`src/hw/rtl/icl_pkg.sv`:
```
package icl_pkg;

   // entry index width carried on the channels and stored in the link memories
   localparam int IDX_W = 10;

   // default pool size
   localparam int ICL_ENTRIES = 1024;

   // operation selector codes
   localparam logic [1:0] KIND_APPEND = 2'd0;
   localparam logic [1:0] KIND_REMOVE = 2'd1;
   localparam logic [1:0] KIND_POP    = 2'd2;

   // decoded operation, latched at the input transfer
   typedef enum logic [2:0] {
      OP_NONE         = 3'd0,
      OP_APPEND_EMPTY = 3'd1,
      OP_APPEND       = 3'd2,
      OP_REMOVE       = 3'd3,
      OP_POP          = 3'd4
   } icl_op_type;

   typedef struct packed {
      logic [1:0]       kind;
      logic             head_valid;
      logic [IDX_W-1:0] head_index;
      logic [IDX_W-1:0] entry_index;
   } icl_req_type;

   typedef struct packed {
      logic             new_head_valid;
      logic [IDX_W-1:0] new_head_index;
      logic             popped_valid;
      logic [IDX_W-1:0] popped_index;
   } icl_rsp_type;

endpackage

```
`src/hw/rtl/icl_seq.sv`:
```
module icl_seq import icl_pkg::*; #(
   parameter int ENTRIES = ICL_ENTRIES
) (
   input  logic                       clock,
   input  logic                       reset,
   input  logic                       req_valid,
   output logic                       req_stall,
   input  icl_req_type                req_data,
   output logic                       rsp_valid,
   input  logic                       rsp_stall,
   output icl_rsp_type                rsp_data,
   // shared read address for both link memories
   output logic                       link_rd_en,
   output logic [$clog2(ENTRIES)-1:0] link_rd_addr,
   input  logic [IDX_W-1:0]           next_rd_data,
   input  logic [IDX_W-1:0]           prev_rd_data,
   // next link write port
   output logic                       next_wr_en,
   output logic [$clog2(ENTRIES)-1:0] next_wr_addr,
   output logic [IDX_W-1:0]           next_wr_data,
   // prev link write port
   output logic                       prev_wr_en,
   output logic [$clog2(ENTRIES)-1:0] prev_wr_addr,
   output logic [IDX_W-1:0]           prev_wr_data
);

   localparam int AW   = $clog2(ENTRIES);
   localparam int WIDE = (AW > IDX_W) ? AW : IDX_W;

   typedef enum logic [3:0] {
      ST_IDLE  = 4'b0001,
      ST_LINK  = 4'b0010,
      ST_LINK2 = 4'b0100,
      ST_DONE  = 4'b1000
   } state_type;

   state_type        state_ff, state_in;
   icl_op_type       op_ff, op_in;
   logic             hv_ff, hv_in;
   logic [IDX_W-1:0] h_ff, h_in;
   logic [IDX_W-1:0] e_ff, e_in;
   icl_rsp_type      res_ff, res_in;
   logic             rsp_valid_ff, rsp_valid_in;
   icl_rsp_type      rsp_data_ff, rsp_data_in;

   logic             accept;
   logic             head_ok;
   logic             entry_ok;
   icl_op_type       op_dec;
   logic [IDX_W-1:0] link_n;
   logic [IDX_W-1:0] link_p;

   // entry index to memory address
   function automatic logic [AW-1:0] to_addr(input logic [IDX_W-1:0] idx);
      logic [WIDE-1:0] wide_idx;
      wide_idx = WIDE'(idx);
      return wide_idx[AW-1:0];
   endfunction

   function automatic logic in_pool(input logic [IDX_W-1:0] idx);
      return 32'(idx) < 32'(ENTRIES);
   endfunction

   assign accept = req_valid && !req_stall;

   // operation decode at the input transfer
   always_comb begin
      head_ok  = !req_data.head_valid || in_pool(req_data.head_index);
      entry_ok = in_pool(req_data.entry_index);
      case (req_data.kind)
         KIND_APPEND: begin
            if (head_ok && entry_ok) begin
               op_dec = req_data.head_valid ? OP_APPEND : OP_APPEND_EMPTY;
            end else begin
               op_dec = OP_NONE;
            end
         end
         KIND_REMOVE: begin
            op_dec = (head_ok && entry_ok) ? OP_REMOVE : OP_NONE;
         end
         KIND_POP: begin
            op_dec = (head_ok && req_data.head_valid) ? OP_POP : OP_NONE;
         end
         default: begin
            op_dec = OP_NONE;
         end
      endcase
   end

   // link read issued at the transfer itself: remove reads the entry, others the head
   assign link_rd_en   = accept;
   assign link_rd_addr = to_addr((req_data.kind == KIND_REMOVE) ?
                                 req_data.entry_index : req_data.head_index);

   assign link_n = next_rd_data;
   assign link_p = prev_rd_data;

   // sequencer: read, ST_LINK and for append to a non-empty list ST_LINK2, then hand off to the output register
   always_comb begin
      state_in     = state_ff;
      op_in        = op_ff;
      hv_in        = hv_ff;
      h_in         = h_ff;
      e_in         = e_ff;
      res_in       = res_ff;
      rsp_valid_in = rsp_valid_ff && rsp_stall;
      rsp_data_in  = rsp_data_ff;
      next_wr_en   = 1'b0;
      next_wr_addr = '0;
      next_wr_data = '0;
      prev_wr_en   = 1'b0;
      prev_wr_addr = '0;
      prev_wr_data = '0;

      case (state_ff)
         ST_IDLE: begin
            if (accept) begin
               op_in    = op_dec;
               hv_in    = req_data.head_valid;
               h_in     = req_data.head_index;
               e_in     = req_data.entry_index;
               state_in = ST_LINK;
            end
         end
         ST_LINK: begin
            res_in                = '0;
            res_in.new_head_valid = hv_ff;
            res_in.new_head_index = hv_ff ? h_ff : '0;
            state_in              = ST_DONE;
            case (op_ff)
               OP_APPEND_EMPTY: begin
                  next_wr_en            = 1'b1;
                  next_wr_addr          = to_addr(e_ff);
                  next_wr_data          = e_ff;
                  prev_wr_en            = 1'b1;
                  prev_wr_addr          = to_addr(e_ff);
                  prev_wr_data          = e_ff;
                  res_in.new_head_valid = 1'b1;
                  res_in.new_head_index = e_ff;
               end
               OP_APPEND: begin
                  // link the entry after the tail
                  next_wr_en   = 1'b1;
                  next_wr_addr = to_addr(link_p);
                  next_wr_data = e_ff;
                  prev_wr_en   = 1'b1;
                  prev_wr_addr = to_addr(e_ff);
                  prev_wr_data = link_p;
                  state_in     = ST_LINK2;
               end
               OP_REMOVE: begin
                  if (link_n == e_ff) begin
                     res_in.new_head_valid = 1'b0;
                     res_in.new_head_index = '0;
                  end else begin
                     next_wr_en   = 1'b1;
                     next_wr_addr = to_addr(link_p);
                     next_wr_data = link_n;
                     prev_wr_en   = 1'b1;
                     prev_wr_addr = to_addr(link_n);
                     prev_wr_data = link_p;
                     if (hv_ff && (h_ff == e_ff)) begin
                        res_in.new_head_index = link_n;
                     end
                  end
               end
               OP_POP: begin
                  next_wr_en            = 1'b1;
                  next_wr_addr          = to_addr(link_p);
                  next_wr_data          = link_n;
                  prev_wr_en            = 1'b1;
                  prev_wr_addr          = to_addr(link_n);
                  prev_wr_data          = link_p;
                  res_in.popped_valid   = 1'b1;
                  res_in.popped_index   = h_ff;
                  res_in.new_head_valid = (link_n != h_ff);
                  res_in.new_head_index = (link_n != h_ff) ? link_n : '0;
               end
               default: begin
               end
            endcase
         end
         ST_LINK2: begin
            // close the ring from the entry back to the head
            next_wr_en   = 1'b1;
            next_wr_addr = to_addr(e_ff);
            next_wr_data = h_ff;
            prev_wr_en   = 1'b1;
            prev_wr_addr = to_addr(h_ff);
            prev_wr_data = e_ff;
            state_in     = ST_DONE;
         end
         ST_DONE: begin
            if (!rsp_valid_ff || !rsp_stall) begin
               rsp_valid_in = 1'b1;
               rsp_data_in  = res_ff;
               state_in     = ST_IDLE;
            end
         end
         default: begin
            state_in = ST_IDLE;
         end
      endcase
   end

   // control state
   always_ff @(posedge clock) begin
      if (reset) begin
         state_ff     <= ST_IDLE;
         rsp_valid_ff <= 1'b0;
      end else begin
         state_ff     <= state_in;
         rsp_valid_ff <= rsp_valid_in;
      end
   end

   // operands and results
   always_ff @(posedge clock) begin
      op_ff       <= op_in;
      hv_ff       <= hv_in;
      h_ff        <= h_in;
      e_ff        <= e_in;
      res_ff      <= res_in;
      rsp_data_ff <= rsp_data_in;
   end

   assign req_stall = (state_ff != ST_IDLE);
   assign rsp_valid = rsp_valid_ff;
   assign rsp_data  = rsp_data_ff;

endmodule

```
`config.mk`:
```
export PLATFORM = sky130hd
export DESIGN_NAME = icl_seq
export DESIGN_NICKNAME = d
export VERILOG_FILES = /design/src/hw/rtl/icl_pkg.sv /design/src/hw/rtl/icl_seq.sv
export SDC_FILE = /design/constraint.sdc
export NUM_CORES = 1
export LEC_CHECK = 0
export BUFFER_PORTS_ARGS = -buffer_cell sky130_fd_sc_hd__buf_2
export CAP_MARGIN = 15
export CORE_ASPECT_RATIO = 2
export CORE_UTILIZATION = 45
export DETAILED_ROUTE_END_ITERATION = 16
export HOLD_SLACK_MARGIN = 0.08
export PLACE_DENSITY = 0.83
export SYNTH_ARGS = -nofsm -noshare
export SYNTH_HDL_FRONTEND = slang
export SYNTH_SLANG_ARGS = --single-unit
```
`constraint.sdc`:
```
create_clock -name clock -period 3.44 [get_ports clock]
set_input_delay 0.688 -clock clock [delete_from_list [all_inputs] [get_ports clock]]
set_output_delay 0.688 -clock clock [all_outputs]
set_load 0.05 [all_outputs]
```
== Word level (Yosys, flattened, before mapping) ==
Cells that the tools add are included.

* Reductions and logical operators: 14
* Muxes and demuxes: 26
* Equality and inequality tests: 16

{| class="wikitable"
|+ Operators by type and width
! operator !! number
|-
| $mux 10 || 7
|-
| $pmux 10 s3 || 2
|-
| $pmux 10 s2 || 2
|-
| $pmux 11 s3 || 1
|-
| $eq 10x10->1 || 2
|-
| $pmux 4 s4 || 1
|-
| $mux 4 || 3
|-
| $mux 11 || 1
|-
| $ne 10x10->1 || 1
|-
| $pmux 3 s3 || 1
|-
| $eq 3x2->1 const B || 2
|-
| $reduce_and 2->1 || 3
|-
| $eq 4x1->1 const B || 1
|-
| $eq 4x2->1 const B || 1
|-
| $eq 4x3->1 const B || 1
|-
| $eq 4x4->1 const B || 1
|-
| $mux 1 || 4
|-
| $ne 2x2->1 const B || 2
|-
| $ne 4x1->1 const B || 1
|-
| $pmux 1 s2 || 2
|-
| $reduce_or 2->1 || 2
|-
| $eq 3x1->1 const B || 1
|-
| $eq 3x3->1 const B || 1
|-
| $logic_and 1x1->1 || 3
|-
| other kinds (8) || 10
|}

* Input port bits: 47
* Output and inout port bits: 77
* Register bits after elaboration: 73

== Logic depth before layout (Yosys ltp) ==
* Depth after elaboration: 5
* Gate-level depth with buffers: 8

== Least setup slack after synthesis ==
No wires, ideal clock.

* Path kind: in2out
* Start point: input port next_rd_data[7]
* End point: output port prev_wr_addr[0]
* Cell stages on the path: 7
* Path slack: -0.322 ns
* Arrival: 3.074 ns
* Cells stage by stage: xnor2_1 > nand4_1 > o31ai_1 > o31a_1 > buf_2 > o31ai_1 > buf_4

* Word-level cells in the longest chain between the ends: 4

{| class="wikitable"
|+ Ends and longest elaborated chain
! what !! RTL line !! RTL
|-
| start: declaration || icl_seq.sv:15 || <nowiki>input logic [IDX_W-1:0] next_rd_data,</nowiki>
|-
| $eq 10x10->1 || icl_seq.sv:152 || <nowiki>if (link_n == e_ff) begin</nowiki>
|-
| $mux 10 || - ||
|-
| $pmux 10 s3 || - ||
|-
| $pmux 10 s2 || - ||
|-
| end: declaration || icl_seq.sv:23 || <nowiki>output logic [$clog2(ENTRIES)-1:0] prev_wr_addr,</nowiki>
|}

Every way passes these cells.

== Final worst setup path ==
* Start point: register e_ff[8]
* End point: output port next_wr_data[9]

* Word-level cells in the longest chain between the ends: 4

{| class="wikitable"
|+ Ends and longest elaborated chain
! what !! RTL line !! RTL
|-
| start: declaration || icl_seq.sv:41 || <nowiki>logic [IDX_W-1:0] e_ff, e_in;</nowiki>
|-
| start signal: assignment || icl_seq.sv:222 || <nowiki>e_ff <= e_in;</nowiki>
|-
| $eq 10x10->1 || icl_seq.sv:152 ||
|-
| $mux 10 || icl_seq.sv:152 ||
|-
| $pmux 10 s3 || icl_seq.sv:130 || <nowiki>case (op_ff)</nowiki>
|-
| $pmux 10 s2 || icl_seq.sv:115 || <nowiki>case (state_ff)</nowiki>
|-
| end: declaration || icl_seq.sv:20 || <nowiki>output logic [IDX_W-1:0] next_wr_data,</nowiki>
|}

Every way passes these cells.

==> reports/results.tsv <==
stage	metric	value	unit
setup_path	reg2reg path depth	5	
cts	Post-CTS Setup Repair Bufs	0	
setup_path	critical-path maximum fanout	10	
routing	drt first pass iters	5	
setup_path	Worst path slowest cell	edfxtp_1	
synth	yosys warns	0	
routing	drt wl/cell	16.5	um
cts	TritonCTS clock tree	done	
worst_hold_path	Min-Delay Startpoint	res_ff[17]	
die	Rows	45	
worst_hold_path	HP Class	register to register	
timing	RSZ-0062 raised after global routing	false	
synth	sequential share of the synthesized area	59.2	%
die	Die Wd	65.4	um
finish	Fill cells	650	
timing	Slew Viols, Final	0	
cts	Hold Buf Count CTS	0	
flow_run	Max Cap Viol	0	
global_routing	Tot GR Track Use	21.0	%
finish	Layout area overhead	24.8	%
finish	multi-input logic area	1190	um^2
timing	Final Critical Period	3230	ps
routing	drt via density	5.29	
placement	post-DP HPWL	6.63	mm
setup_path	CP Capture Type	output pin	
worst_hold_path	WHS Endpoint	rsp_data[17]	
finish	final instance area	4510	um^2
setup_path	critical path, cell by cell	xnor2_1 > nand4_1 > o31ai_1 > o31a_1 > o31ai_1 > buf_2	
timing	Setup-failing EPs final	0	
cts	Clock Pin Slew Worst Setup and Hold Paths	50	ps
cts	number of gates resized after cts	0	
routing	Via Count	2655	
power	PwrDens	496	nW/um^2
setup_path	Reg2Reg Capture Point	res_ff[13]	
setup_path	Register-to-Register Setup Slack	1200	ps
timing	Max Freq	309	MHz
die	Die ar.	8430	um^2
global_routing	busiest grt layer	met2	
routing	WL final	8.29	mm
routing	Detailed Route Iter0 Violations	126	
placement	placed instance area	4230	um^2
finish	share of cells above drive strength 1	40.9	%
synth	Cell variety after synth	41	
global_routing	first-pass GRT wire length	12.7	mm
setup_path	worst path bufs/invs	1	
timing	Final Worst Setup Slack	208	ps
setup_path	critical path class	register to output pin	
synth	register bit total from synthesis	73	
cts	Clk Latency, worst-skew pair	330	ps
timing	Tcrit/Tclk final	93.9	%
synth	Yosys top cell area share	56.4	%
worst_hold_path	Hold Path Depth	0	
synth	Syn Inst Count	292	
setup_path	CP delay by family, top	compound AO/OA/AOI/OAI gates	
global_routing	largest net degree at the start of global routing	25	
setup_path	R2R Path Start	e_ff[6]	
synth	Synth area leaders	edfxtp_1 (56%), xor2_1 (4.6%), buf_4 (4.4%), mux2_2 (3.1%), xnor2_1 (2.9%)	
die	core area	7710	um^2
timing	Clock Skew	3.00	ps
timing	final hold slack	417	ps
setup_path	critical path data arrival time	2540	ps
power	Pwr Total	2.24	mW
cts	largest buffer count on any clock path	2	
finish	# diodes	0	
cts	number of buffers created by CTS	9	
synth	Synth area leader	edfxtp_1	
global_routing	grt met1 use	21.7	%
outcome	status	completed	
finish	Reg area	2140	um^2
global_routing	GRT overflow	0	
synth	Syn Nets	339	
global_routing	met3 GRT Util	4.79	%
routing	drt drc	0	
die	initial core utilization	46.9	%
cts	clock sink count	73	
synth	mapped cell area	3620	um^2
setup_path	most frequent CP cell	o31ai_1	
placement	Final Wtd Congestion	0.848	
synth	Syn Area/Cell	12.4	um^2
global_routing	vias in the first global route	2578	
timing	Rel. slew slack	64.9	%
routing	Post-DRT Antenna Nets	0	
die	I/O Pins	124	
finish	Post-Layout Cell Count	502	
placement	port bufs	123	
cts	Root Buffer	clkbuf_16	
finish	Final nets	450	
global_routing	met2 usage	37.1	%
timing	Least-Margin Pin Slew	527	ps
setup_path	max incr delay on CP	490	ps
setup_path	critical path startpoint category	register	
placement	DP Worst Slack	302	ps
power	peak supply drop	0.310	mV
die	Die Y	129	um
timing	final hold violations	0	
cts	H-tree depth reported by CTS	3	
power	Leakage	1.94	nW
setup_path	Worst Path Required	2750	ps
global_routing	initial antenna violation count	0	
placement	Inst Count DP	486	
-- cell type report --
cell class,count,share of cell area (%)
Inverter,26,2.16
Tap cell,94,2.61
Sequential cell,73,47.5
Clock buffer,10,5.07
Clock inverter,6,1.30
Timing Repair Buffer,132,15.1
Multi-Input combinational cell,161,26.3
-- cells in the mapped netlist --
cell,instances
a211o_1,1
a21o_1,2
a21oi_1,7
a22o_1,9
a22o_2,1
a22oi_1,10
a31o_2,1
a31oi_1,1
a31oi_4,1
and3_1,2
and4_4,1
buf_2,5
buf_4,21
clkbuf_1,6
dfxtp_1,5
edfxtp_1,68
inv_1,26
mux2_2,10
nand2_1,15
nand2b_1,1
nand3_1,1
nand3b_1,2
nand4_1,2
nor2_1,21
nor2b_1,1
nor3_1,4
nor3_2,1
nor4_1,4
nor4_2,1
nor4b_1,1
o21ai_0,3
o21bai_1,1
o221ai_1,10
o31a_1,1
o31ai_1,11
o31ai_4,1
or2_2,1
or3_4,1
or4b_1,1
xnor2_1,12
xor2_1,19
-- where the power goes --
| part | switching [mW] | leakage [nW] | total (mW) | internal, mW |
|---|---|---|---|---|
| clock | 0.330 | 0.138 | 0.885 | 0.555 |
| combinational | 0.198 | 1.13 | 0.299 | 0.101 |
| sequential | 0.0429 | 0.677 | 1.06 | 1.01 |
| total | 0.570 | 1.94 | 2.24 | 1.67 |
-- per-layer routing --
layer	vias up	share of wire, %
li1	1285	-
met1	1220	36
met2	128	55
met3	22	4.8
met4	0	4.7
met5	-	0
-- metrics by stage --
stage	utilization (%)	setup TNS, ps
2_1_floorplan	-	-3220
3_3_place_gp	54.8	0
3_5_place_dp	54.8	0
4_1_cts	58.5	0
5_1_grt	58.5	0
6_report	58.5	0
-- registers in the layout, indices dropped and copies added, names as in the netlist --
name and cells:
e_ff 10, h_ff 10, hv_ff 1, op_ff 3, res_ff 22, rsp_data 22
rsp_valid 1, state_ff 4
-- how the worst max path moves through the flow --
| stage | startpoint | to | slack [ps] | depth (start not counted) |
|---|---|---|---|---|
| after floorplan | next_rd_data[7] | prev_wr_addr[0] | -320 | 7 |
| after global placement | next_rd_data[8] | next_wr_data[9] | 290 | 7 |
| after detailed placement | next_rd_data[8] | next_wr_data[9] | 300 | 7 |
| after CTS | e_ff[8] | next_wr_data[9] | 230 | 6 |
| after global routing | e_ff[8] | next_wr_data[9] | 160 | 6 |
| final | e_ff[8] | next_wr_data[9] | 210 | 6 |
-- cell usage in the layout, fill, tap and decap left out, types with 2 or more instances in the layout --
cell / synthesis / routed
a21o_1: 2 / 2
a21oi_1: 7 / 6
a22o_1: 9 / 9
a22oi_1: 10 / 10
and3_1: 2 / 2
buf_2: 5 / 123
buf_4: 21 / 9
clkbuf_16: 0 / 9
clkinv_1: 0 / 2
dfxtp_1: 5 / 5
edfxtp_1: 68 / 68
inv_1: 26 / 26
mux2_2: 10 / 10
nand2_1: 15 / 15
nand3b_1: 2 / 2
nand4_1: 2 / 2
nor2_1: 21 / 20
nor3_1: 4 / 4
nor4_1: 4 / 4
o21ai_0: 3 / 3
o221ai_1: 10 / 10
o31ai_1: 11 / 11
xnor2_1: 12 / 12
xor2_1: 19 / 19
-- cells by family (layout without fill, tap and decap cells) --
logic type      Yosys count  after routing  synth area share (%)
compound gates           60             60                  13.3
xor+xnor                 31             31                  7.50
buf+inv                  58            174                  8.37
flops                    73             73                  59.2
mux                      10             10                  3.11
simple gates             60             60                  8.51
(Power assumes the default switching activity.)
